--- config.mk ---
export PLATFORM = sky130hd
export DESIGN_NAME = i2c_master_byte_engine_core
export DESIGN_NICKNAME = d
export VERILOG_FILES = /design/src/sv/i2cbe_pkg.sv /design/src/sv/i2c_master_byte_engine_core.sv /design/src/sv/i2cbe_in_reg.sv /design/src/sv/i2cbe_seq.sv /design/src/sv/i2cbe_out_reg.sv
export SDC_FILE = /design/constraint.sdc
export NUM_CORES = 1
export LEC_CHECK = 0
export CORE_ASPECT_RATIO = 0.75
export CORE_MARGIN = 5
export CORE_UTILIZATION = 35
export CTS_BUF_LIST = sky130_fd_sc_hd__clkbuf_8
export CTS_CLUSTER_DIAMETER = 100
export DETAILED_ROUTE_END_ITERATION = 7
export DONT_BUFFER_PORTS = 1
export HOLD_SLACK_MARGIN = 0.02
export MAX_ROUTING_LAYER = met4
export SYNTH_ARGS = -nofsm -noshare
export SYNTH_HDL_FRONTEND = slang
export SYNTH_SLANG_ARGS = --single-unit
--- constraint.sdc ---
create_clock -name clock -period 7.4 [get_ports clock]
set_input_delay 1.85 -clock clock [delete_from_list [all_inputs] [get_ports clock]]
set_output_delay 1.85 -clock clock [all_outputs]
set_load 0.02 [all_outputs]
--- src/sv/i2cbe_pkg.sv ---
// ----------------------------------------------------------------------------
// i2cbe_pkg: shared types and constants of the I2C master byte engine
// Command codes, timer width and the request and result item records.
// ----------------------------------------------------------------------------
package i2cbe_pkg;

   localparam int TIMER_W = 16;

   localparam logic [TIMER_W-1:0] HALF_PERIOD_RESET = TIMER_W'(500);

   typedef enum logic [2:0] {
      MODE_START     = 3'd0,
      MODE_STOP      = 3'd1,
      MODE_WRITE     = 3'd2,
      MODE_READ_ACK  = 3'd3,
      MODE_READ_NACK = 3'd4
   } mode_type;

   // one bus tick as it arrives on the request channel
   typedef struct packed {
      logic       cmd_valid;
      logic [2:0] mode;
      logic [7:0] tx_byte;
      logic       sda_in;
   } req_item_type;

   // pin levels and status after one tick
   typedef struct packed {
      logic       scl_out;
      logic       sda_out;
      logic       sda_drive;
      logic       busy_res;
      logic       done_res;
      logic [7:0] rx_byte;
      logic       ack_ok;
   } rsp_item_type;

endpackage

--- src/sv/i2c_master_byte_engine_core.sv ---
// ----------------------------------------------------------------------------
// i2c_master_byte_engine_core: single-master I2C byte engine
// Each request transfer is one bus tick with an optional command and the
// sampled SDA level; each response transfer gives the pin drive and status.
// ----------------------------------------------------------------------------
// Usage:
//  - Request channel (req_*): one transfer per bus tick. req_cmd_valid marks a
//    command (start, stop, write byte, read then ACK, read then NACK); it is
//    ignored while the engine is busy, and unknown mode codes are ignored.
//  - Response channel (rsp_*): exactly one transfer per request, in order:
//    SCL/SDA levels, SDA drive enable, busy, done pulse, last read byte and
//    last write ACK status.
//  - csr_we/csr_wdata load half_period (ticks per bus phase and ACK poll
//    limit); write it only while no tick is in flight. Zero acts as one.
//  - Path: a tick passes the input register, then the sequencer and the
//    result register, from which its response is offered.
//  - Throughput: one tick per clock while rsp_ready is high; the sequencer advances once per tick.
//  - Reset: bus idle (SCL and SDA high, SDA driven), not busy, rx byte and
//    ACK flag zero, half_period 500, both register stages empty.
//  - Stall: while rsp_ready is low a full result register stays put and the
//    sequencer holds (an empty one still takes one result); an empty input
//    register still takes one tick, a full one drops req_ready in the same cycle.
// ----------------------------------------------------------------------------
module i2c_master_byte_engine_core
   import i2cbe_pkg::*;
(
   input  logic               clock,
   input  logic               reset,
   // request channel
   input  logic               req_valid,
   output logic               req_ready,
   input  logic               req_cmd_valid,
   input  logic [2:0]         req_mode,
   input  logic [7:0]         req_tx_byte,
   input  logic               req_sda_in,
   // response channel
   output logic               rsp_valid,
   input  logic               rsp_ready,
   output logic               rsp_scl_out,
   output logic               rsp_sda_out,
   output logic               rsp_sda_drive,
   output logic               rsp_busy_res,
   output logic               rsp_done_res,
   output logic [7:0]         rsp_rx_byte,
   output logic               rsp_ack_ok,
   // configuration
   input  logic               csr_we,
   input  logic [TIMER_W-1:0] csr_wdata
);

   req_item_type       req_item;
   req_item_type       tick_item;
   logic               tick_valid;
   logic               res_ready;
   logic               step;
   rsp_item_type       res_item;
   rsp_item_type       rsp_item;
   logic [TIMER_W-1:0] half_period_ff;

   // half-period register
   always_ff @(posedge clock) begin
      if (reset) begin
         half_period_ff <= HALF_PERIOD_RESET;
      end else if (csr_we) begin
         half_period_ff <= csr_wdata;
      end
   end

   assign req_item.cmd_valid = req_cmd_valid;
   assign req_item.mode      = req_mode;
   assign req_item.tx_byte   = req_tx_byte;
   assign req_item.sda_in    = req_sda_in;

   i2cbe_in_reg u_in_reg (
      .clock      (clock),
      .reset      (reset),
      .in_valid   (req_valid),
      .in_ready   (req_ready),
      .in_item    (req_item),
      .item_valid (tick_valid),
      .item       (tick_item),
      .item_take  (res_ready)
   );

   // the sequencer advances only when its result has a place to go
   assign step = tick_valid && res_ready;

   i2cbe_seq u_seq (
      .clock       (clock),
      .reset       (reset),
      .step        (step),
      .item        (tick_item),
      .half_period (half_period_ff),
      .result      (res_item)
   );

   i2cbe_out_reg u_out_reg (
      .clock     (clock),
      .reset     (reset),
      .in_valid  (tick_valid),
      .in_ready  (res_ready),
      .in_item   (res_item),
      .out_valid (rsp_valid),
      .out_ready (rsp_ready),
      .out_item  (rsp_item)
   );

   assign rsp_scl_out   = rsp_item.scl_out;
   assign rsp_sda_out   = rsp_item.sda_out;
   assign rsp_sda_drive = rsp_item.sda_drive;
   assign rsp_busy_res  = rsp_item.busy_res;
   assign rsp_done_res  = rsp_item.done_res;
   assign rsp_rx_byte   = rsp_item.rx_byte;
   assign rsp_ack_ok    = rsp_item.ack_ok;

endmodule

--- src/sv/i2cbe_in_reg.sv ---
// ----------------------------------------------------------------------------
// i2cbe_in_reg: request input register
// Holds one accepted tick until the sequencer consumes it.
// ----------------------------------------------------------------------------
module i2cbe_in_reg
   import i2cbe_pkg::*;
(
   input  logic         clock,
   input  logic         reset,
   input  logic         in_valid,
   output logic         in_ready,
   input  req_item_type in_item,
   output logic         item_valid,
   output req_item_type item,
   input  logic         item_take
);

   logic         valid_ff;
   logic         valid_in;
   req_item_type item_ff;

   assign in_ready   = !valid_ff || item_take;
   assign valid_in   = (in_valid && in_ready) || (valid_ff && !item_take);
   assign item_valid = valid_ff;
   assign item       = item_ff;

   always_ff @(posedge clock) begin
      if (reset) begin
         valid_ff <= 1'b0;
      end else begin
         valid_ff <= valid_in;
      end
      if (in_valid && in_ready) begin
         item_ff <= in_item;
      end
   end

endmodule

--- src/sv/i2cbe_seq.sv ---
// ----------------------------------------------------------------------------
// i2cbe_seq: I2C phase sequencer
// Advances the bus state by one tick per step and forms the tick's result.
// ----------------------------------------------------------------------------
module i2cbe_seq
   import i2cbe_pkg::*;
(
   input  logic               clock,
   input  logic               reset,
   input  logic               step,
   input  req_item_type       item,
   input  logic [TIMER_W-1:0] half_period,
   output rsp_item_type       result
);

   typedef enum logic [4:0] {
      PH_IDLE, PH_ST_A, PH_ST_B, PH_ST_C, PH_SP_A, PH_SP_B, PH_SP_C,
      PH_WR_DATA, PH_WR_HIGH, PH_WR_LOW, PH_ACK_HIGH, PH_ACK_POLL, PH_ACK_LOW,
      PH_RD_HIGH, PH_RD_LOW, PH_RA_DATA, PH_RA_HIGH, PH_RA_LOW
   } phase_type;

   phase_type          phase_ff, phase_in, enter_ph;
   logic [TIMER_W-1:0] ptimer_ff, ptimer_in;
   logic [TIMER_W-1:0] atimer_ff, atimer_in, atimer_dec;
   logic [2:0]         bit_ff, bit_in;
   logic [7:0]         shift_ff, shift_in;
   logic [2:0]         mode_ff, mode_in;
   logic               scl_ff, scl_in;
   logic               sda_ff, sda_in;
   logic               sden_ff, sden_in;
   logic [7:0]         rx_ff, rx_in;
   logic               ack_ff, ack_in;
   logic               done;
   logic               do_enter;
   logic [TIMER_W-1:0] period;

   // zero period behaves as one tick
   assign period     = (half_period == '0) ? TIMER_W'(1) : half_period;
   assign atimer_dec = (atimer_ff != '0) ? atimer_ff - TIMER_W'(1) : '0;

   always_comb begin
      phase_in  = phase_ff;
      ptimer_in = ptimer_ff;
      atimer_in = atimer_ff;
      bit_in    = bit_ff;
      shift_in  = shift_ff;
      mode_in   = mode_ff;
      scl_in    = scl_ff;
      sda_in    = sda_ff;
      sden_in   = sden_ff;
      rx_in     = rx_ff;
      ack_in    = ack_ff;
      done      = 1'b0;
      do_enter  = 1'b0;
      enter_ph  = PH_IDLE;

      if (phase_ff == PH_IDLE) begin
         if (item.cmd_valid) begin
            case (item.mode)
               MODE_START: begin
                  do_enter = 1'b1;
                  enter_ph = PH_ST_A;
               end
               MODE_STOP: begin
                  do_enter = 1'b1;
                  enter_ph = PH_SP_A;
               end
               MODE_WRITE: begin
                  do_enter = 1'b1;
                  enter_ph = PH_WR_DATA;
                  shift_in = item.tx_byte;
               end
               MODE_READ_ACK, MODE_READ_NACK: begin
                  do_enter = 1'b1;
                  enter_ph = PH_RD_HIGH;
                  shift_in = 8'h00;
               end
               default: ;  // unknown codes are dropped
            endcase
            if (do_enter) begin
               mode_in = item.mode;
               bit_in  = 3'd0;
            end
         end
      end else if (phase_ff == PH_ACK_POLL) begin
         if (!item.sda_in) begin
            ack_in   = 1'b1;
            do_enter = 1'b1;
            enter_ph = PH_ACK_LOW;
         end else begin
            atimer_in = atimer_dec;
            if (atimer_dec == '0) begin
               ack_in   = 1'b0;
               do_enter = 1'b1;
               enter_ph = PH_ACK_LOW;
            end
         end
      end else if (ptimer_ff > TIMER_W'(1)) begin
         ptimer_in = ptimer_ff - TIMER_W'(1);
      end else begin
         case (phase_ff)
            PH_ST_A:    begin do_enter = 1'b1; enter_ph = PH_ST_B;    end
            PH_ST_B:    begin do_enter = 1'b1; enter_ph = PH_ST_C;    end
            PH_SP_A:    begin do_enter = 1'b1; enter_ph = PH_SP_B;    end
            PH_SP_B:    begin do_enter = 1'b1; enter_ph = PH_SP_C;    end
            PH_WR_DATA: begin do_enter = 1'b1; enter_ph = PH_WR_HIGH; end
            PH_WR_HIGH: begin do_enter = 1'b1; enter_ph = PH_WR_LOW;  end
            PH_RA_DATA: begin do_enter = 1'b1; enter_ph = PH_RA_HIGH; end
            PH_RA_HIGH: begin do_enter = 1'b1; enter_ph = PH_RA_LOW;  end
            PH_WR_LOW: begin
               do_enter = 1'b1;
               if (bit_ff == 3'd7) begin
                  enter_ph = PH_ACK_HIGH;
               end else begin
                  bit_in   = bit_ff + 3'd1;
                  enter_ph = PH_WR_DATA;
               end
            end
            PH_ACK_HIGH: begin
               phase_in  = PH_ACK_POLL;
               ptimer_in = '0;
               atimer_in = period;
            end
            PH_RD_HIGH: begin
               shift_in = {shift_ff[6:0], item.sda_in};
               do_enter = 1'b1;
               enter_ph = PH_RD_LOW;
            end
            PH_RD_LOW: begin
               do_enter = 1'b1;
               if (bit_ff == 3'd7) begin
                  rx_in    = shift_ff;
                  enter_ph = PH_RA_DATA;
               end else begin
                  bit_in   = bit_ff + 3'd1;
                  enter_ph = PH_RD_HIGH;
               end
            end
            default: begin
               // last phase of a command ends
               phase_in  = PH_IDLE;
               ptimer_in = '0;
               sden_in   = 1'b1;
               done      = 1'b1;
            end
         endcase
      end

      // phase entry: reload timer, set pin levels
      if (do_enter) begin
         phase_in  = enter_ph;
         ptimer_in = period;
         case (enter_ph)
            PH_ST_A:     begin sda_in = 1'b1; scl_in = 1'b1; sden_in = 1'b1; end
            PH_ST_B:     sda_in = 1'b0;
            PH_SP_A:     begin sda_in = 1'b0; sden_in = 1'b1; end
            PH_SP_C:     sda_in = 1'b1;
            PH_WR_DATA:  begin sden_in = 1'b1; sda_in = shift_in[~bit_in]; end
            PH_ACK_HIGH: begin sda_in = 1'b0; sden_in = 1'b0; scl_in = 1'b1; end
            PH_RD_HIGH:  begin sden_in = 1'b0; scl_in = 1'b1; end
            PH_RA_DATA: begin
               sden_in = 1'b1;
               sda_in  = (mode_in == MODE_READ_NACK);
            end
            PH_SP_B, PH_WR_HIGH, PH_RA_HIGH: scl_in = 1'b1;
            PH_ST_C, PH_WR_LOW, PH_ACK_LOW, PH_RD_LOW, PH_RA_LOW: scl_in = 1'b0;
            default: ;
         endcase
      end
   end

   always_comb begin
      result.scl_out   = scl_in;
      result.sda_out   = sda_in;
      result.sda_drive = sden_in;
      result.busy_res  = (phase_in != PH_IDLE);
      result.done_res  = done;
      result.rx_byte   = rx_in;
      result.ack_ok    = ack_in;
   end

   always_ff @(posedge clock) begin
      if (reset) begin
         phase_ff  <= PH_IDLE;
         ptimer_ff <= '0;
         atimer_ff <= '0;
         bit_ff    <= 3'd0;
         shift_ff  <= 8'h00;
         mode_ff   <= 3'd0;
         scl_ff    <= 1'b1;
         sda_ff    <= 1'b1;
         sden_ff   <= 1'b1;
         rx_ff     <= 8'h00;
         ack_ff    <= 1'b0;
      end else if (step) begin
         phase_ff  <= phase_in;
         ptimer_ff <= ptimer_in;
         atimer_ff <= atimer_in;
         bit_ff    <= bit_in;
         shift_ff  <= shift_in;
         mode_ff   <= mode_in;
         scl_ff    <= scl_in;
         sda_ff    <= sda_in;
         sden_ff   <= sden_in;
         rx_ff     <= rx_in;
         ack_ff    <= ack_in;
      end
   end

endmodule

--- src/sv/i2cbe_out_reg.sv ---
// ----------------------------------------------------------------------------
// i2cbe_out_reg: response output register
// Holds one tick result until the receiver takes it.
// ----------------------------------------------------------------------------
module i2cbe_out_reg
   import i2cbe_pkg::*;
(
   input  logic         clock,
   input  logic         reset,
   input  logic         in_valid,
   output logic         in_ready,
   input  rsp_item_type in_item,
   output logic         out_valid,
   input  logic         out_ready,
   output rsp_item_type out_item
);

   logic         valid_ff;
   logic         valid_in;
   rsp_item_type item_ff;

   assign in_ready  = !valid_ff || out_ready;
   assign valid_in  = (in_valid && in_ready) || (valid_ff && !out_ready);
   assign out_valid = valid_ff;
   assign out_item  = item_ff;

   always_ff @(posedge clock) begin
      if (reset) begin
         valid_ff <= 1'b0;
      end else begin
         valid_ff <= valid_in;
      end
      if (in_valid && in_ready) begin
         item_ff <= in_item;
      end
   end

endmodule
==> results.toml, run 1 <==
[synthesis]
syn_area_sq_um = 6060
synth-async-reset-ratio_pct = 0
yosys_register_bits = 108
avgSynthCellArea_sq_um = 8.54
synth-edff-count = 27
netlist_instances = 710
synth_ff_type = "dfxtp_1"
yosysUniqueCellTypes = 80
yosys_warnings = 0
synth_fp_nets = 748
synth_area_leaders = "dfxtp_1 27%, edfxtp_1 13%, nor2_1 5.1%"
ys_seq_area_share_pct = 40.1
synth_area_leader_cell = "dfxtp_1"
yosysTopAreaCellShare_pct = 26.7

[power_and_ir_drop]
peakVddDrop_mv = 0.132
power_density_nw_per_um2 = 197
power_leakage_nw = 2.24

[grt]
grt_start_max_net_pins = 84
grt_use_total_pct = 16.6
grt_pass1_wl_um = 26200
grt-ovfl-total = 0
antenna_found_initial = 0
grt_pass1_vias = 4874

[cells_and_area]
syn_to_final_growth_pct = 5.39
nets = 725
final_common_cell = "nor2_1"
final_cell_mix = "83 x nor2_1, 81 x nand2_1, 81 x dfxtp_1"
n_fill_cell = 1742
multiInputGateArea_sq_um = 3360
register_area_sq_um = 2430
diodes = 0
post-route-util_pct = 37.7
post_route_cells_drive_above_1_share_pct = 8.67
fin_area_sq_um = 6390

[die]
row_count = 41
start_util_pct = 35.8
dieHeight_um = 124
io_pins = 50
die_area_sq_um = 20100
die_width_um = 162
core_sq_um = 16900

[sta]
finalHoldViolations = 0
rsz0062_at_grt = "false"
fin_hold_ws_ps = 456
finalMaxSlewViolations = 0
worst_slew_pin_slew_ps = 959
max_clock_freq_mhz = 244
finalSetupTns_ps = 0
setup_viol = 0
fin_skew_ps = 14.5
finalCritPeriodShare_pct = 55.3
relSlewSlack_pct = 35.9
period_minus_slack_ps = 4100

[drt]
vias_per_cell = 5.71
drt_iter0_markers = 492
routed_wl_um = 15600
drc = 0
drt_pass1_iterations = 7
vias = 5175
postRouteAntennaNets = 0
routedWlPerCell_um = 17.2

[clock_network]
clock-sinks = 108
cts-root-buf = "clkbuf_8"
ctsHtreeMaxLevel = 3
path_clk_slew_ps = 100
post_cts_buffers = 0
cts_max_path_buffers = 2
holdBufCountCts = 0
clk_latency_ps = 400
cts_resized = 0
cts_tree = "yes"
cts_buffers = 9

[worst_setup_path]
cp-end-kind = "primary output"
reg2reg_from = "u_seq.ptimer_ff[2]"
cp_slowest_cell = "nand2_1"
crit_required_ps = 5550
critPathLaunch = "rsp_ready"
crit_path_start_kind = "input port"
reg2reg_to = "u_out_reg.out_item[12]"
critical_path_class = "input port to primary output"
crit_family = "simple AND/OR/NAND/NOR gates"
path_cells = "nor2b_1 > nand2_1"
critPathBufInv = 0
setup.worst_path.end = "req_ready"
cp_max_fo = 4
r2r_cells = 9
r2r_setup_slack_ps = 3540
max_stage_delay_ps = 210
cp_num_cells = 2
arrival_ps = 2250

[flow_run]
maxCapViolCount = 0

[placed_design]
place_area_sq_um = 6200
place_congestion = 0.872
dp.final_hpwl_um = 10800
io_buffers = 0

[worst_hold_path]
min_path_type = "register to register"

[run_status]
status = "finished clean"
state kept, by name, indices dropped and copies added, names as in the netlist:
register / flops
u_out_reg.out_valid: 1
half_period_ff: 16
u_seq.bit_ff: 3
u_in_reg.item: 13
u_in_reg.item_valid: 1
u_seq.atimer_ff: 16
u_seq.shift_ff: 8
u_seq.sda_ff: 1
u_seq.rx_ff: 8
u_seq.ack_ff: 1
u_seq.sden_ff: 1
u_seq.ptimer_ff: 16
u_seq.scl_ff: 1
u_seq.phase_ff: 5
u_seq.mode_ff: 3
u_out_reg.out_item: 14
through the flow:
stage / total power [W] / cells / setup WS, ps
final: 0.00126 / 907 / 3300
after global routing: 0.00133 / 907 / 3210
after CTS: 0.00127 / 907 / 3310
after detailed placement: 0.000901 / 891 / 3310
after global placement: 0.000903 / 891 / 3310
after floorplan: 0.000859 / 710 / 3350
how the worst min path moves through the flow:
stage | from | endpoint | slack, ps | depth (start not counted)
floorplan | u_seq.rx_ff[0] | u_seq.rx_ff[0] | 430 | 2
global placement | u_seq.rx_ff[2] | u_seq.rx_ff[2] | 440 | 2
detailed placement | u_seq.rx_ff[2] | u_seq.rx_ff[2] | 440 | 2
CTS | u_seq.rx_ff[0] | u_seq.rx_ff[0] | 460 | 2
global route | u_seq.rx_ff[2] | u_seq.rx_ff[2] | 480 | 2
finish | u_seq.rx_ff[2] | u_seq.rx_ff[2] | 460 | 2
cell usage after synthesis (5+ instances only):
cell       n
mux2_2     8
a211oi_1   9
a21o_1     6
nor2b_1   11
a221oi_1   6
edfxtp_1  27
nor3_1    24
and2_1     8
dfxtp_1   81
nand2b_1   7
nor4_1    15
mux2i_1   25
a32oi_1    5
nor2_1    83
a31oi_1    6
a21oi_1   46
o211ai_1   6
a22oi_1    8
a311oi_1   7
or2_2      5
inv_1     21
o32ai_1    7
xor2_1     8
a21boi_0   5
nand2_1   81
clkbuf_1  29
a211o_1    8
o21ai_0   36
or3_1      6
xnor2_1    7
a221o_1    5
nand3_1   17
routing by layer:
layer | share of wire, % | up-vias | wire length (um) | global-route usage (%)
li1 | - | 2579 | - | -
met1 | 53 | 2445 | 8290 | 24.9
met2 | 40 | 137 | 6260 | 22.4
met3 | 5.5 | 14 | 862 | 3.34
met4 | 1.2 | 0 | 183 | 4.60
met5 | 0 | - | 0 | -
logic make-up (layout without fill, tap and decap cells):
family | count (synthesis) | after routing | synth area share (%)
simple gates | 296 | 296 | 24.5
compound gates | 191 | 191 | 21.9
flops | 108 | 108 | 40.1
buf+inv | 62 | 44 | 4.62
mux | 33 | 33 | 5.61
xor+xnor | 16 | 16 | 2.44
fa+ha+maj | 4 | 4 | 0.825
area by class of cell:
cell class                      instances  area share (%)
Tap cell                              215            4.21
Multi-Input combinational cell        540            52.6
Clock inverter                          6           0.881
Sequential cell                       108            38.1
Clock buffer                           10            2.15
Timing Repair Buffer                    7           0.822
Inverter                               21            1.23
power breakdown:
part | total [W] | leakage [nW] | switching (W) | internal (W)
clock | 0.000369 | 0.111 | 0.000205 | 0.000164
sequential | 0.000662 | 0.919 | 0.0000324 | 0.000629
combinational | 0.000230 | 1.21 | 0.000144 | 0.0000856
(Power assumes the default switching activity.)
==> run 2: changes to the inputs <==
Clock period 7.4 ns to 3.6 ns, I/O delays scaled along.
==> run 2 against run 1 <==
Largest power group unchanged. Critical path type is now register to register. Flip-flop and latch count unchanged. Hold slack about the same. Final cell count up 2.9%. Clock skew up 4.2 ps. Wire length grew 1.8%.
==> results.toml, run 2 (synthesis results as in run 1) <==
[worst_hold_path]
min_path_type = "register to register"
worstHoldStart = "u_seq.rx_ff[2]"
hold_depth = 2
min_to = "u_seq.rx_ff[2]"

[sta]
fin_skew_ps = 18.7
finalCritPeriodShare_pct = 93.5
finalHoldViolations = 0
relSlewSlack_pct = 53.9
finalSetupTns_ps = 0
fin_hold_ws_ps = 456
max_clock_freq_mhz = 297
period_minus_slack_ps = 3370
setup_viol = 0
finalMaxSlewViolations = 0
worst_slew_pin_slew_ps = 683
rsz0062_at_grt = "false"

[grt]
grt-ovfl-total = 0
antenna_found_initial = 0
grt_pass1_wl_um = 25900
grt_pass1_vias = 4673
grt_use_total_pct = 16.6
grt_start_max_net_pins = 84

[cells_and_area]
n_fill_cell = 1714
nets = 751
post-route-util_pct = 39.0
syn_to_final_growth_pct = 8.81
final_common_cell = "nor2_1"
diodes = 0
fin_area_sq_um = 6600
reg_top3 = "half_period_ff: 16 flops, u_seq.atimer_ff: 16 flops, u_seq.ptimer_ff: 16 flops"
post_route_cells_drive_above_1_share_pct = 12.4
final_cell_mix = "83 x nor2_1, 81 x nand2_1, 81 x dfxtp_1"

[die]
start_util_pct = 35.8
dieHeight_um = 124
core_sq_um = 16900
io_pins = 50
die_width_um = 162
row_count = 41
die_area_sq_um = 20100

[clock_network]
clock-sinks = 108
cts_tree = "yes"
cts_buffers = 9
post_cts_buffers = 0
cts-root-buf = "clkbuf_8"
ctsHtreeMaxLevel = 3
holdBufCountCts = 0
path_clk_slew_ps = 100
cts_max_path_buffers = 2
clk_latency_ps = 390

[drt]
vias = 5231
postRouteAntennaNets = 0
vias_per_cell = 5.61
drt_iter0_markers = 542
drt_pass1_iterations = 4
routedWlPerCell_um = 17.0
drc = 0
routed_wl_um = 15900

[worst_setup_path]
crit_required_ps = 3740
cp-end-kind = "register"
r2r_setup_slack_ps = 230
cp_max_fo = 8
crit_path_start_kind = "register"
r2r_cells = 11
critical_path_class = "register to register"
reg2reg_from = "u_seq.atimer_ff[0]"
arrival_ps = 3500
reg2reg_to = "u_out_reg.out_item[12]"

[power_and_ir_drop]
p_seq_share_pct = 51.3
power.share.switching_pct = 30.2
power_frac_clock_pct = 28.3
internal_power_w = 0.00184
peakVddDrop_mv = 0.232
power_density_nw_per_um2 = 399
comb_power_share_pct = 20.4
p_sw_w = 0.000793
power_leakage_nw = 2.36

[flow_run]
maxCapViolCount = 0

[run_status]
status = "finished clean"

[placed_design]
place_congestion = 0.889
place_area_sq_um = 6390
io_buffers = 0
dp.final_hpwl_um = 11300
==> run 2: cell count changes in the layout (fill, tap and decap cells not counted) <==
cell,change
inv_1,-1
nor4b_2,+1
clkinv_4,+1
a2111oi_2,+1
inv_4,-1
nor4b_1,-1
buf_4,+26
clkinvlp_4,+2
a2111oi_0,-1
clkbuf_8,-1
==> run 2: worst max path at each step <==
stage	from	end	slack, ps	depth (start not counted)
CTS	u_in_reg.item[9]	u_out_reg.out_item[12]	120	9
finish	u_seq.atimer_ff[0]	u_out_reg.out_item[12]	230	11
global placement	u_seq.atimer_ff[0]	u_seq.ptimer_ff[13]	250	12
global route	u_seq.atimer_ff[0]	u_out_reg.out_item[12]	0.8	11
floorplan	u_seq.atimer_ff[0]	u_seq.ptimer_ff[1]	500	13
detailed placement	u_in_reg.item[9]	u_out_reg.out_item[12]	170	9
==> run 2: stage by stage <==
stage                     instances  power (W)  worst slack (ps)
after floorplan                 710    0.00176               505
final                           933    0.00263               235
after global routing            933    0.00277             0.764
after detailed placement        917    0.00191               167
after CTS                       933    0.00266               124
after global placement          917    0.00191               245
==> run 2: final cells by class <==
type / count / area [sq um] / area share, %
well taps: 215 / 269 / 4.08
flip-flops and latches: 108 / 2430 / 36.9
clock inverters: 7 / 70.1 / 1.06
multi-input cells: 540 / 3380 / 51.2
inverters: 21 / 78.8 / 1.19
repair buffers: 33 / 248 / 3.75
clock buffers: 9 / 124 / 1.88
==> run 2: power groups by stage <==
stage               clock (W)  combinational [W]  sequential (W)
floorplan                   0           0.000406         0.00136
global placement            0           0.000530         0.00138
detailed placement          0           0.000529         0.00138
CTS                  0.000775           0.000532         0.00135
global route         0.000816           0.000600         0.00136
finish               0.000745           0.000535         0.00135
==> run 2: critical path, cell delays in order, from the launching register on <==
cell,delay [ps]
dfxtp_1,430
inv_1,70
ha_1,310
or4bb_1,500
nor3_1,170
nand3_1,120
nor4_2,390
a211oi_4,150
o21ai_1,400
or3b_2,200
o311ai_0,170
a21o_1,210
==> run 2: repair_timing <==
item	4_1_cts	5_1_grt
setup endpoints to repair	0	3
gates resized for setup	0	3
endpoints found under the hold margin	0	0
==> run 2: metal layers <==
layer	up-vias	track usage (%)	share of wire (%)
li1	2627	-	-
met1	2451	25.7	54
met2	142	21.7	39
met3	11	3.34	6.0
met4	0	4.07	1.0
met5	-	-	0
